$ cat src/rtl/fsrla_pkg.sv
package fsrla_pkg;

    localparam int NUM_DESC   = 4;
    localparam int DESC_W     = 50;
    localparam int LEN_W      = 18;
    localparam int ADDR_W     = 32;
    localparam int CNT_W      = 9;
    localparam int REC_W      = 8;
    localparam int SIU_W      = 3;
    localparam int CFG_IDX_W  = 3;
    localparam int RING_W     = 5;

    typedef enum logic [CFG_IDX_W-1:0] {
        REG_SECTORS_IN_USE = 3'd0,
        REG_SECTOR_DESC_0  = 3'd1,
        REG_SECTOR_DESC_1  = 3'd2,
        REG_SECTOR_DESC_2  = 3'd3,
        REG_SECTOR_DESC_3  = 3'd4
    } reg_index_t;

    typedef enum logic {
        CMD_ERASE = 1'b0,
        CMD_WRITE = 1'b1
    } cmd_kind_t;

    // Configuration as seen by the front and back parts.
    typedef struct packed {
        logic [RING_W-1:0]                ring;
        logic [NUM_DESC-1:0][DESC_W-1:0]  desc;
    } cfg_t;

    // One classified record waiting in the queue.
    typedef struct packed {
        logic             valid;
        logic             too_long;
        logic [CNT_W-1:0] cnt;
    } item_t;

endpackage

$ cat src/rtl/flash_sector_ring_log_appender.sv
// Channel   Direction  Handshake             Word
// input     in         in_valid / in_ready   record_len
// output    out        out_valid / out_ready cmd_kind, sector_sel, write_addr,
//                                            byte_count, too_long, last
// config    in         cfg_write             cfg_index, cfg_data
//
// A record that needs no erase and whose tail sector has room leaves the
// sequencer as a single write word; one that needs an erase leaves as the erase
// and the write words, one after the other through the single output register.
// Each tail advance is a separate step, at most 2 * MAX_SECTORS per record.
// Reset is asynchronous and clears head, tail, offsets and blank marks at once;
// there is no clearing pass. A stall at the output holds the sequencer, while
// the two-word queue behind the front keeps accepting records until it is full.
module flash_sector_ring_log_appender #(
    parameter int MAX_SECTORS = 4,
    parameter int OFFSET_BITS = 18
) (
    input  logic                             clk,
    input  logic                             rst_n,
    input  logic                             cfg_write,
    input  logic [fsrla_pkg::CFG_IDX_W-1:0]  cfg_index,
    input  logic [fsrla_pkg::DESC_W-1:0]     cfg_data,
    input  logic                             in_valid,
    output logic                             in_ready,
    input  logic [fsrla_pkg::REC_W-1:0]      record_len,
    output logic                             out_valid,
    input  logic                             out_ready,
    output logic                             cmd_kind,
    output logic [1:0]                       sector_sel,
    output logic [fsrla_pkg::ADDR_W-1:0]     write_addr,
    output logic [fsrla_pkg::CNT_W-1:0]      byte_count,
    output logic                             too_long,
    output logic                             last
);
    import fsrla_pkg::*;

    logic [SIU_W-1:0]                siu_reg;
    logic [NUM_DESC-1:0][DESC_W-1:0] desc_reg;
    logic [RING_W-1:0]               siu_ext;
    logic [RING_W-1:0]               ring_size;
    cfg_t                            cfg;
    item_t                           q_head;
    logic                            q_pop;

    // Register writes. Indexes past the last descriptor are dropped.
    always_ff @(posedge clk or negedge rst_n)
    begin
        if (!rst_n)
        begin
            siu_reg  <= SIU_W'(4);
            desc_reg <= '0;
        end
        else if (cfg_write)
        begin
            unique case (cfg_index)
                REG_SECTORS_IN_USE: siu_reg     <= cfg_data[SIU_W-1:0];
                REG_SECTOR_DESC_0:  desc_reg[0] <= cfg_data;
                REG_SECTOR_DESC_1:  desc_reg[1] <= cfg_data;
                REG_SECTOR_DESC_2:  desc_reg[2] <= cfg_data;
                REG_SECTOR_DESC_3:  desc_reg[3] <= cfg_data;
                default:            ;
            endcase
        end
    end

    // The ring size is clamped to one sector at least and MAX_SECTORS at most.
    assign siu_ext = RING_W'(siu_reg);
    always_comb
    begin
        if (siu_ext == '0)
        begin
            ring_size = RING_W'(1);
        end
        else if (siu_ext > RING_W'(MAX_SECTORS))
        begin
            ring_size = RING_W'(MAX_SECTORS);
        end
        else
        begin
            ring_size = siu_ext;
        end
    end
    assign cfg = '{ring: ring_size, desc: desc_reg};

    // The front tags records that fit no sector and queues them.
    fsrla_front #(
        .MAX_SECTORS (MAX_SECTORS)
    ) u_front (
        .clk        (clk),
        .rst_n      (rst_n),
        .cfg        (cfg),
        .in_valid   (in_valid),
        .in_ready   (in_ready),
        .record_len (record_len),
        .pop        (q_pop),
        .head       (q_head)
    );

    // The back walks the tail, issues erases and writes, and owns the ring state.
    fsrla_back #(
        .MAX_SECTORS (MAX_SECTORS),
        .OFFSET_BITS (OFFSET_BITS)
    ) u_back (
        .clk        (clk),
        .rst_n      (rst_n),
        .cfg        (cfg),
        .head       (q_head),
        .pop        (q_pop),
        .out_valid  (out_valid),
        .out_ready  (out_ready),
        .cmd_kind   (cmd_kind),
        .sector_sel (sector_sel),
        .write_addr (write_addr),
        .byte_count (byte_count),
        .too_long   (too_long),
        .last       (last)
    );

endmodule

$ cat src/rtl/fsrla_front.sv
module fsrla_front #(
    parameter int MAX_SECTORS = 4
) (
    input  logic                     clk,
    input  logic                     rst_n,
    input  fsrla_pkg::cfg_t          cfg,
    input  logic                     in_valid,
    output logic                     in_ready,
    input  logic [fsrla_pkg::REC_W-1:0] record_len,
    input  logic                     pop,
    output fsrla_pkg::item_t         head
);
    import fsrla_pkg::*;

    logic [1:0][CNT_W:0] entry_reg, entry_next;
    logic       rd_ptr_reg, rd_ptr_next;
    logic       wr_ptr_reg, wr_ptr_next;
    logic [1:0] count_reg, count_next;
    logic [CNT_W-1:0] cnt;
    logic       any_fit;
    logic       push;

    assign cnt      = CNT_W'(record_len) + CNT_W'(1);
    assign in_ready = (count_reg != 2'd2);
    assign push     = in_valid && in_ready;

    // A record is too long when it fits no sector of the ring at offset zero.
    always_comb
    begin
        any_fit = 1'b0;
        for (int i = 0; i < NUM_DESC; i++)
        begin
            if (i < MAX_SECTORS && RING_W'(i) < cfg.ring &&
                LEN_W'(cnt) < cfg.desc[i][DESC_W-1:ADDR_W])
            begin
                any_fit = 1'b1;
            end
        end
    end

    always_comb
    begin
        entry_next  = entry_reg;
        rd_ptr_next = rd_ptr_reg;
        wr_ptr_next = wr_ptr_reg;
        count_next  = count_reg;
        if (push)
        begin
            entry_next[wr_ptr_reg] = {!any_fit, cnt};
            wr_ptr_next = !wr_ptr_reg;
        end
        if (pop)
        begin
            rd_ptr_next = !rd_ptr_reg;
        end
        if (push && !pop)
        begin
            count_next = count_reg + 2'd1;
        end
        else if (!push && pop)
        begin
            count_next = count_reg - 2'd1;
        end
    end

    assign head.valid    = (count_reg != 2'd0);
    assign head.too_long = entry_reg[rd_ptr_reg][CNT_W];
    assign head.cnt      = entry_reg[rd_ptr_reg][CNT_W-1:0];

    always_ff @(posedge clk or negedge rst_n)
    begin
        if (!rst_n)
        begin
            rd_ptr_reg <= 1'b0;
            wr_ptr_reg <= 1'b0;
            count_reg  <= 2'd0;
        end
        else
        begin
            rd_ptr_reg <= rd_ptr_next;
            wr_ptr_reg <= wr_ptr_next;
            count_reg  <= count_next;
        end
    end

    always_ff @(posedge clk)
    begin
        entry_reg <= entry_next;
    end

endmodule

$ cat src/rtl/fsrla_back.sv
module fsrla_back #(
    parameter int MAX_SECTORS = 4,
    parameter int OFFSET_BITS = 18
) (
    input  logic                         clk,
    input  logic                         rst_n,
    input  fsrla_pkg::cfg_t              cfg,
    input  fsrla_pkg::item_t             head,
    output logic                         pop,
    output logic                         out_valid,
    input  logic                         out_ready,
    output logic                         cmd_kind,
    output logic [1:0]                   sector_sel,
    output logic [fsrla_pkg::ADDR_W-1:0] write_addr,
    output logic [fsrla_pkg::CNT_W-1:0]  byte_count,
    output logic                         too_long,
    output logic                         last
);
    import fsrla_pkg::*;

    localparam int IW     = (MAX_SECTORS > 1) ? $clog2(MAX_SECTORS) : 1;
    localparam int SELW   = (IW > 2) ? IW : 2;
    localparam int FW     = ((OFFSET_BITS > LEN_W) ? OFFSET_BITS : LEN_W) + 1;
    localparam int LIMIT  = 2 * MAX_SECTORS;
    localparam int AW     = $clog2(LIMIT + 1);

    typedef enum logic {
        ST_CHECK,
        ST_WRITE
    } state_t;

    state_t state_reg, state_next;
    logic [IW-1:0] tail_reg, tail_next;
    logic [IW-1:0] head_reg, head_next;
    logic [MAX_SECTORS-1:0][OFFSET_BITS-1:0] offset_reg, offset_next;
    logic [MAX_SECTORS-1:0] blank_reg, blank_next;
    logic [AW-1:0] adv_reg, adv_next;

    logic              out_valid_reg, out_valid_next;
    logic              kind_reg, kind_next;
    logic [1:0]        sel_reg, sel_next;
    logic [ADDR_W-1:0] addr_reg, addr_next;
    logic [CNT_W-1:0]  count_reg, count_next;
    logic              too_long_reg, too_long_next;
    logic              last_reg, last_next;

    logic [DESC_W-1:0]      cur_desc;
    logic [OFFSET_BITS-1:0] cur_off;
    logic [FW-1:0]          end_pos;
    logic                   fits;
    logic [RING_W-1:0]      nt_wide, nh_wide;
    logic [IW-1:0]          nt, nh;
    logic [SELW-1:0]        tail_ext;
    logic                   can_load;

    always_comb
    begin
        cur_desc = '0;
        for (int i = 0; i < NUM_DESC; i++)
        begin
            if (i < MAX_SECTORS && RING_W'(tail_reg) == RING_W'(i))
            begin
                cur_desc = cfg.desc[i];
            end
        end
    end

    assign cur_off  = offset_reg[tail_reg];
    assign end_pos  = FW'(cur_off) + FW'(head.cnt);
    assign fits     = end_pos < FW'(cur_desc[DESC_W-1:ADDR_W]);
    assign tail_ext = SELW'(tail_reg);

    // Next tail and, when the tail catches the head, the next head.
    assign nt_wide = RING_W'(tail_reg) + RING_W'(1);
    assign nt      = (nt_wide >= cfg.ring) ? '0 : nt_wide[IW-1:0];
    assign nh_wide = RING_W'(nt) + RING_W'(1);
    assign nh      = (nh_wide >= cfg.ring) ? '0 : nh_wide[IW-1:0];

    assign can_load = !out_valid_reg || out_ready;

    always_comb
    begin
        state_next     = state_reg;
        tail_next      = tail_reg;
        head_next      = head_reg;
        offset_next    = offset_reg;
        blank_next     = blank_reg;
        adv_next       = adv_reg;
        out_valid_next = out_valid_reg;
        kind_next      = kind_reg;
        sel_next       = sel_reg;
        addr_next      = addr_reg;
        count_next     = count_reg;
        too_long_next  = too_long_reg;
        last_next      = last_reg;
        pop            = 1'b0;

        if (out_valid_reg && out_ready)
        begin
            out_valid_next = 1'b0;
        end

        unique case (state_reg)
            ST_CHECK:
            begin
                if (head.valid)
                begin
                    if (head.too_long)
                    begin
                        if (can_load)
                        begin
                            out_valid_next = 1'b1;
                            kind_next      = CMD_WRITE;
                            sel_next       = 2'd0;
                            addr_next      = '0;
                            count_next     = '0;
                            too_long_next  = 1'b1;
                            last_next      = 1'b1;
                            pop            = 1'b1;
                        end
                    end
                    else if (!fits && adv_reg != AW'(LIMIT))
                    begin
                        if (nt == head_reg)
                        begin
                            offset_next[nt] = '0;
                            blank_next[nt]  = 1'b0;
                            head_next       = nh;
                        end
                        tail_next = nt;
                        adv_next  = adv_reg + AW'(1);
                    end
                    else if (can_load)
                    begin
                        out_valid_next = 1'b1;
                        sel_next       = tail_ext[1:0];
                        too_long_next  = 1'b0;
                        if (cur_off == '0 && !blank_reg[tail_reg])
                        begin
                            kind_next            = CMD_ERASE;
                            addr_next            = '0;
                            count_next           = '0;
                            last_next            = 1'b0;
                            blank_next[tail_reg] = 1'b1;
                            state_next           = ST_WRITE;
                        end
                        else
                        begin
                            kind_next  = CMD_WRITE;
                            addr_next  = cur_desc[ADDR_W-1:0] + ADDR_W'(cur_off);
                            count_next = head.cnt;
                            last_next  = 1'b1;
                            offset_next[tail_reg] = cur_off + OFFSET_BITS'(head.cnt);
                            blank_next[tail_reg]  = 1'b0;
                            adv_next   = '0;
                            pop        = 1'b1;
                        end
                    end
                end
            end
            ST_WRITE:
            begin
                if (can_load)
                begin
                    out_valid_next = 1'b1;
                    kind_next      = CMD_WRITE;
                    sel_next       = tail_ext[1:0];
                    addr_next      = cur_desc[ADDR_W-1:0] + ADDR_W'(cur_off);
                    count_next     = head.cnt;
                    too_long_next  = 1'b0;
                    last_next      = 1'b1;
                    offset_next[tail_reg] = cur_off + OFFSET_BITS'(head.cnt);
                    blank_next[tail_reg]  = 1'b0;
                    adv_next       = '0;
                    pop            = 1'b1;
                    state_next     = ST_CHECK;
                end
            end
            default:
            begin
                state_next = ST_CHECK;
            end
        endcase
    end

    always_ff @(posedge clk or negedge rst_n)
    begin
        if (!rst_n)
        begin
            state_reg     <= ST_CHECK;
            tail_reg      <= '0;
            head_reg      <= '0;
            offset_reg    <= '0;
            blank_reg     <= '0;
            adv_reg       <= '0;
            out_valid_reg <= 1'b0;
            kind_reg      <= CMD_WRITE;
            sel_reg       <= '0;
            addr_reg      <= '0;
            count_reg     <= '0;
            too_long_reg  <= 1'b0;
            last_reg      <= 1'b0;
        end
        else
        begin
            state_reg     <= state_next;
            tail_reg      <= tail_next;
            head_reg      <= head_next;
            offset_reg    <= offset_next;
            blank_reg     <= blank_next;
            adv_reg       <= adv_next;
            out_valid_reg <= out_valid_next;
            kind_reg      <= kind_next;
            sel_reg       <= sel_next;
            addr_reg      <= addr_next;
            count_reg     <= count_next;
            too_long_reg  <= too_long_next;
            last_reg      <= last_next;
        end
    end

    assign out_valid  = out_valid_reg;
    assign cmd_kind   = kind_reg;
    assign sector_sel = sel_reg;
    assign write_addr = addr_reg;
    assign byte_count = count_reg;
    assign too_long   = too_long_reg;
    assign last       = last_reg;

endmodule

$ cat config.mk
export PLATFORM = sky130hd
export DESIGN_NAME = flash_sector_ring_log_appender
export DESIGN_NICKNAME = d
export VERILOG_FILES = /design/src/rtl/fsrla_pkg.sv /design/src/rtl/flash_sector_ring_log_appender.sv /design/src/rtl/fsrla_front.sv /design/src/rtl/fsrla_back.sv
export SDC_FILE = /design/constraint.sdc
export NUM_CORES = 1
export LEC_CHECK = 0
export ABC_AREA = 1
export BUFFER_PORTS_ARGS = -buffer_cell sky130_fd_sc_hd__buf_2
export CAP_MARGIN = 20
export CORE_MARGIN = 1
export CORE_UTILIZATION = 35
export DETAILED_ROUTE_END_ITERATION = 10
export SLEW_MARGIN = 20
export SYNTH_ARGS = -nofsm -noshare
export SYNTH_HDL_FRONTEND = slang
export SYNTH_SLANG_ARGS = --single-unit
$ cat constraint.sdc
create_clock -name clk -period 10.24 [get_ports clk]
set_input_delay 1.024 -clock clk [delete_from_list [all_inputs] [get_ports clk]]
set_output_delay 1.024 -clock clk [all_outputs]
set_load 0.05 [all_outputs]
==> summary.txt, run 1 <==
Critical Path Start Type = flip-flop
Total GRT Usage = 0.212
Post-DP HPWL = 42.5 mm
Rows = 88
Syn_area_per_cell = 7.48 um^2
Final instance area = 23300 um^2
MaxCap Viol Count = 0
Worst slew margin = 0.308
# diodes = 0
Class of the worst hold path = flip-flop to flip-flop
# clock sinks = 359
Most frequent cells in the layout = nand2_1 (852), o21ai_0 (404), dfrtp_1 (336)
Status = finished clean
First-pass GRT wire length = 100 mm
Hold-fix buffers, CTS = 0
DIE WIDTH = 245 um
Initial DRC count = 1525
Syn. warnings = 0
Total gr overflow = 0
Worst-Margin Slew = 1.04 ns
Post-CTS setup buffer count = 0
Die Y = 245 um
Synth Instances = 2775
Most common cell after layout, fill and taps aside = nand2_1
Slew Limit Fails = 0
Drc violations = 0
Core box area = 58100 um^2
RD Place Congestion = 0.914
Post-synth net total = 2936
H-tree depth = 2
Crit path arrival time = 7.08 ns
Largest net degree at the start of global routing = 166
Maximum fanout along the worst path = 60
IO Pins = 114
Vias in the first global route = 17300
Distinct cell type count of the synthesized netlist = 50
RSZ-0062 raised after global routing = no
Worst-skew pair later-pin latency = 0.59 ns
Die area = 60200 um^2
Post-DP Area = 21900 um^2
Final period util = 0.646
Worst setup EP type = flip-flop
Routed wire length = 63.2 mm
Area grow syn2layout = 12.3%
Sequential fraction of the synthesis area = 0.438
Final Hold Fails = 0
Root buf cell = clkbuf_16
Non-Filler Instances = 3605
First-pass detailed-route iteration total = 6
Mapped Area = 20700 um^2
Initial antenna violation count = 0
Cts bufs inserted = 42
Final core utilization = 0.401
Clk slew on worst S/H paths = 0.06 ns
Setup-failing EPs final = 0
Final ANT Viol Nets = 0
Largest register FFs = 200
Placed insts = 3528
Port Buf Inserts = 113
Layout Skew = 0.0198 ns
Critical Path RT = 10.71 ns
Via Count = 18300
Fraction of layout cells with a size suffix above 1 = 0.0894
DR WL/cell = 17.5 um
Vias per cell = 5.07
WS Path Type = flip-flop to flip-flop
Setup TNS Final = 0 ns
Final nets = 2969
CTS tree = built
Initial Util = 0.357
Crit path time final = 6.62 ns
FMAX = 151 MHz
Number of synthesized register bits = 359
Clock Path Buffers = 3
# resized after CTS = 0
[kinds of logic (layout without fill, tap and decap cells)]
kind of cell	after synthesis	in the layout	synth area share
DFF	359	359	0.438
buffers and inverters	417	482	0.0801
xor gates and xnor gates	47	47	0.0198
adders and majority gates	95	95	0.0580
AOI/OAI and AO/OA	645	645	0.165
and+or+nand+nor	1212	1212	0.239
[routing by layer]
metal  GRT usage  routed length, um  vias to the layer above
met5           0                  0                        -
met4      0.0764               2200                        0
met3      0.0353               3840                      113
met2       0.345              29200                      488
met1       0.283              27900                     8565
li1            -                  -                     9129
[cells in the mapped netlist, drive strengths merged]
| master | count | area share |
|---|---|---|
| o21ai | 439 | 0.11 |
| a32oi | 1 | 0.00078 |
| o31ai | 6 | 0.0022 |
| a21o | 1 | 0.00036 |
| edfxtp | 20 | 0.029 |
| xor2 | 32 | 0.014 |
| buf | 47 | 0.013 |
| dfrtp | 337 | 0.41 |
| o22ai | 10 | 0.0030 |
| o21bai | 2 | 0.00072 |
| nand4 | 19 | 0.0057 |
| nand3 | 165 | 0.040 |
| o211ai | 38 | 0.014 |
| nor4 | 8 | 0.0024 |
| clkbuf | 98 | 0.018 |
| a21boi | 1 | 0.00036 |
| dfstp | 2 | 0.0025 |
| fa | 2 | 0.0019 |
| nor3 | 10 | 0.0027 |
| nor3b | 1 | 0.00036 |
| ha | 93 | 0.056 |
| clkinv | 1 | 0.00018 |
| a32o | 1 | 0.00048 |
| inv | 271 | 0.049 |
| a31oi | 7 | 0.0021 |
| xnor2 | 15 | 0.0063 |
| or2 | 13 | 0.0039 |
| nor2 | 132 | 0.025 |
| a21oi | 127 | 0.031 |
| a22oi | 6 | 0.0022 |
| nand3b | 4 | 0.0014 |
| o21a | 3 | 0.0011 |
| and2 | 1 | 0.00030 |
| a211oi | 2 | 0.00072 |
| nand2 | 859 | 0.16 |
| o221ai | 1 | 0.00042 |
[worst paths after layout]
path,start,endpoint,slack (ns),depth (start not counted)
worst max-delay path,u_back.tail_ext[0],u_back.offset_reg[43],3.62,20
worst max register to register,u_back.tail_ext[0],u_back.offset_reg[43],3.62,20
worst min register to register,u_back.write_addr[0],u_back.write_addr[0],0.47,2
worst min-delay path,u_back.write_addr[0],u_back.write_addr[0],0.47,2
min in group asynchronous,rst_n,u_back.write_addr[4],0.50,1
max in group asynchronous,rst_n,cfg[139],8.24,2
[per-stage QoR]
stage	setup slack, ns	hold slack [ns]
global placement	3.67	0.456
floorplan	5.49	0.442
CTS	3.47	0.473
finish	3.62	0.467
global route	3.09	0.491
detailed placement	3.48	0.457
[worst max-delay path: stages, from the launching register on]
cell and delay [ns]:
dfrtp_2 1.02, inv_2 0.47, ha_2 0.59, inv_2 0.59
buf_4 0.58, nand2_1 0.11, o211ai_1 0.09, o21ai_0 0.12
ha_1 0.31, nand2_1 0.07, nor4_1 0.25, nand2_1 0.08
nand2_1 0.06, nand2_1 0.08, nand2_4 0.14, nand3_4 0.54
inv_1 0.58, buf_4 0.41, o21ai_0 0.15, nand3_1 0.12
nand2_1 0.05
[area by class of cell]
cell class                 count  area (um^2)
inverter                     272         1020
sequential                   359         9090
timing repair buffer         134          766
clock buffer                  48         1100
clock inverter                28          312
multi-input combinational   1999        10000
fill                        6092        34800
tap                          765          957
Power of run 1 is not shown: default switching activity piles up to over one toggle a cycle in this logic, so the estimate is an artifact.
==> run 2: changes to the inputs <==
==> constraint.sdc (replaced) <==
create_clock -name clk -period 6.9 [get_ports clk]
set_input_delay 0.69 -clock clk [delete_from_list [all_inputs] [get_ports clk]]
set_output_delay 0.69 -clock clk [all_outputs]
set_load 0.05 [all_outputs]
==> run 2 against run 1 <==
Against the previous run: register-to-register slack lost 2.9 ns; count of clock-buffer cells in the layout grew 14; first-iteration DRC count grew 1.7%; flip-flop and latch count is the same; core utilization grew 0.30 points; worst setup slack lost 2.9 ns; critical path type unchanged; critical endpoint is now u_back.offset_reg[69].
==> summary.txt, run 2 (synthesized netlist as in run 1, its figures left out) <==
MaxCap Viol Count = 0 (unchanged)
Crit path time final = 6.15 ns (was 6.62 ns)
Area grow syn2layout = 13.1% (was 12.3%)
Post-CTS setup buffer count = 0 (unchanged)
Total gr overflow = 0 (unchanged)
Maximum fanout along the worst path = 50 (was 60)
Largest register FFs = 200 (unchanged)
Total GRT Usage = 0.216 (was 0.212)
Rows = 88 (unchanged)
# clock sinks = 359 (unchanged)
Final nets = 2980 (was 2969)
Initial antenna violation count = 0 (unchanged)
IO Pins = 114 (unchanged)
Initial Util = 0.357 (unchanged)
Post-DP HPWL = 43.7 mm (was 42.5 mm)
DIE WIDTH = 245 um (unchanged)
Final ANT Viol Nets = 0 (unchanged)
Final Hold Fails = 0 (unchanged)
FMAX = 163 MHz (was 151 MHz)
Vias in the first global route = 17400 (was 17300)
Fraction of layout cells with a size suffix above 1 = 0.0915 (was 0.0894)
Crit path largest cell delay = 0.97 ns (was 1.02 ns)
# resized after CTS = 0 (unchanged)
Most common cell on crit path = nand2_1 (unchanged)
Class of the worst hold path = input port to asynchronous set/reset pin (was flip-flop to flip-flop)
DR WL/cell = 17.9 um (was 17.5 um)
Critical Path Start Type = flip-flop (unchanged)
RD Place Congestion = 0.946 (was 0.914)
Status = finished clean (unchanged)
Most common cell after layout, fill and taps aside = nand2_1 (unchanged)
Worst setup EP type = flip-flop (unchanged)
Core box area = 58100 um^2 (unchanged)
First-pass GRT wire length = 102 mm (was 100 mm)
Port Buf Inserts = 113 (unchanged)
Hold-fix buffers, CTS = 0 (unchanged)
Worst-Margin Slew = 1.06 ns (was 1.04 ns)
Drc violations = 0 (unchanged)
Layout Skew = 0.0179 ns (was 0.0198 ns)
Routed wire length = 64.9 mm (was 63.2 mm)
CTS tree = built (unchanged)
Cts bufs inserted = 42 (unchanged)
CP max-delay cell = dfrtp_1 (was dfrtp_2)
Crit path arrival time = 6.61 ns (was 7.08 ns)
Initial DRC count = 1551 (was 1525)
Setup TNS Final = 0 ns (unchanged)
RSZ-0062 raised after global routing = no (unchanged)
# diodes = 0 (unchanged)
Slew Limit Fails = 0 (unchanged)
Critical Path RT = 7.36 ns (was 10.71 ns)
First-pass detailed-route iteration total = 5 (was 6)
H-tree depth = 2 (unchanged)
Vias per cell = 5.16 (was 5.07)
Die area = 60200 um^2 (unchanged)
Root buf cell = clkbuf_16 (unchanged)
Worst slew margin = 0.291 (was 0.308)
WS Path Type = flip-flop to flip-flop (unchanged)
CP delay by family, top = simple AND/OR/NAND/NOR gates (was buffers and inverters)
Largest net degree at the start of global routing = 159 (was 166)
Worst-skew pair later-pin latency = 0.59 ns (about the same)
Most frequent cells in the layout = nand2_1 (852), o21ai_0 (404), dfrtp_1 (336) (unchanged)
Final period util = 0.891 (was 0.646)
Via Count = 18700 (was 18300)
Clk slew on worst S/H paths = 0.06 ns (about the same)
CP bufs+invs = 7 (was 5)
Clock Path Buffers = 3 (unchanged)
Fillers = 6108 (was 6092)
Die Y = 245 um (unchanged)
Setup-failing EPs final = 0 (unchanged)
## run 2: cell count changes in the layout (fill, tap and decap cells not counted), sizes merged
| cell | previous run | this run |
|---|---|---|
| inv | 277 | 272 |
| clkinv | 14 | 9 |
| clkinvlp | 4 | 2 |
| clkbuf | 48 | 62 |
| buf | 134 | 145 |
## run 2: routing by layer
layer,global-route usage,vias up,share of wire
met5,0,-,0
met4,0.0700,0,0.028
met3,0.0326,109,0.067
met2,0.343,607,0.45
met1,0.300,8809,0.45
li1,-,9159,-
## run 2: metrics by stage
step	std cells	util	hold WS (ns)	cell area (um^2)	worst slack [ns]
finish	3618	0.404	0.187	23500	0.753
global route	3618	0.404	0.256	23500	0.344
CTS	3616	0.403	0.213	23400	0.817
detailed placement	3538	0.377	0.457	21900	0.843
global placement	3538	0.377	0.454	21900	1.01
floorplan	2775	-	0.394	20700	2.15
## run 2: layout make-up
class | instances | area, um^2 | area share
multi-input cells | 1999 | 10000 | 0.428
repair buffers | 145 | 870 | 0.0371
clock inverters | 16 | 262 | 0.0111
flip-flops and latches | 359 | 9090 | 0.387
clock buffers | 62 | 1230 | 0.0523
well taps | 765 | 957 | 0.0408
inverters | 272 | 1020 | 0.0436
## run 2: worst reg2reg max path, delay by kind of cell (launching register included)
family                   cells  cell delay, ns
AND/OR/NAND/NOR             14            1.71
buffers and inverters        7            1.16
adder cells (fa/ha/maj)      3            0.94
flip-flops                   1            0.97
AO/OA/AOI/OAI                7            1.24
## run 2: worst paths after layout
check | from | endpoint | slack (ns) | cells after the start
min in group clk | cfg_data[11] | cfg[61] | 0.41 | 3
max | u_back.tail_ext[1] | u_back.offset_reg[69] | 0.75 | 31
min | rst_n | u_back.offset_reg[11] | 0.19 | 1
max in group asynchronous | rst_n | u_back.offset_reg[40] | 5.23 | 2
max reg2reg | u_back.tail_ext[1] | u_back.offset_reg[69] | 0.75 | 31
min reg2reg | u_back.offset_reg[1] | u_back.offset_reg[1] | 0.47 | 2
Power of run 2 is left out for the same reason.
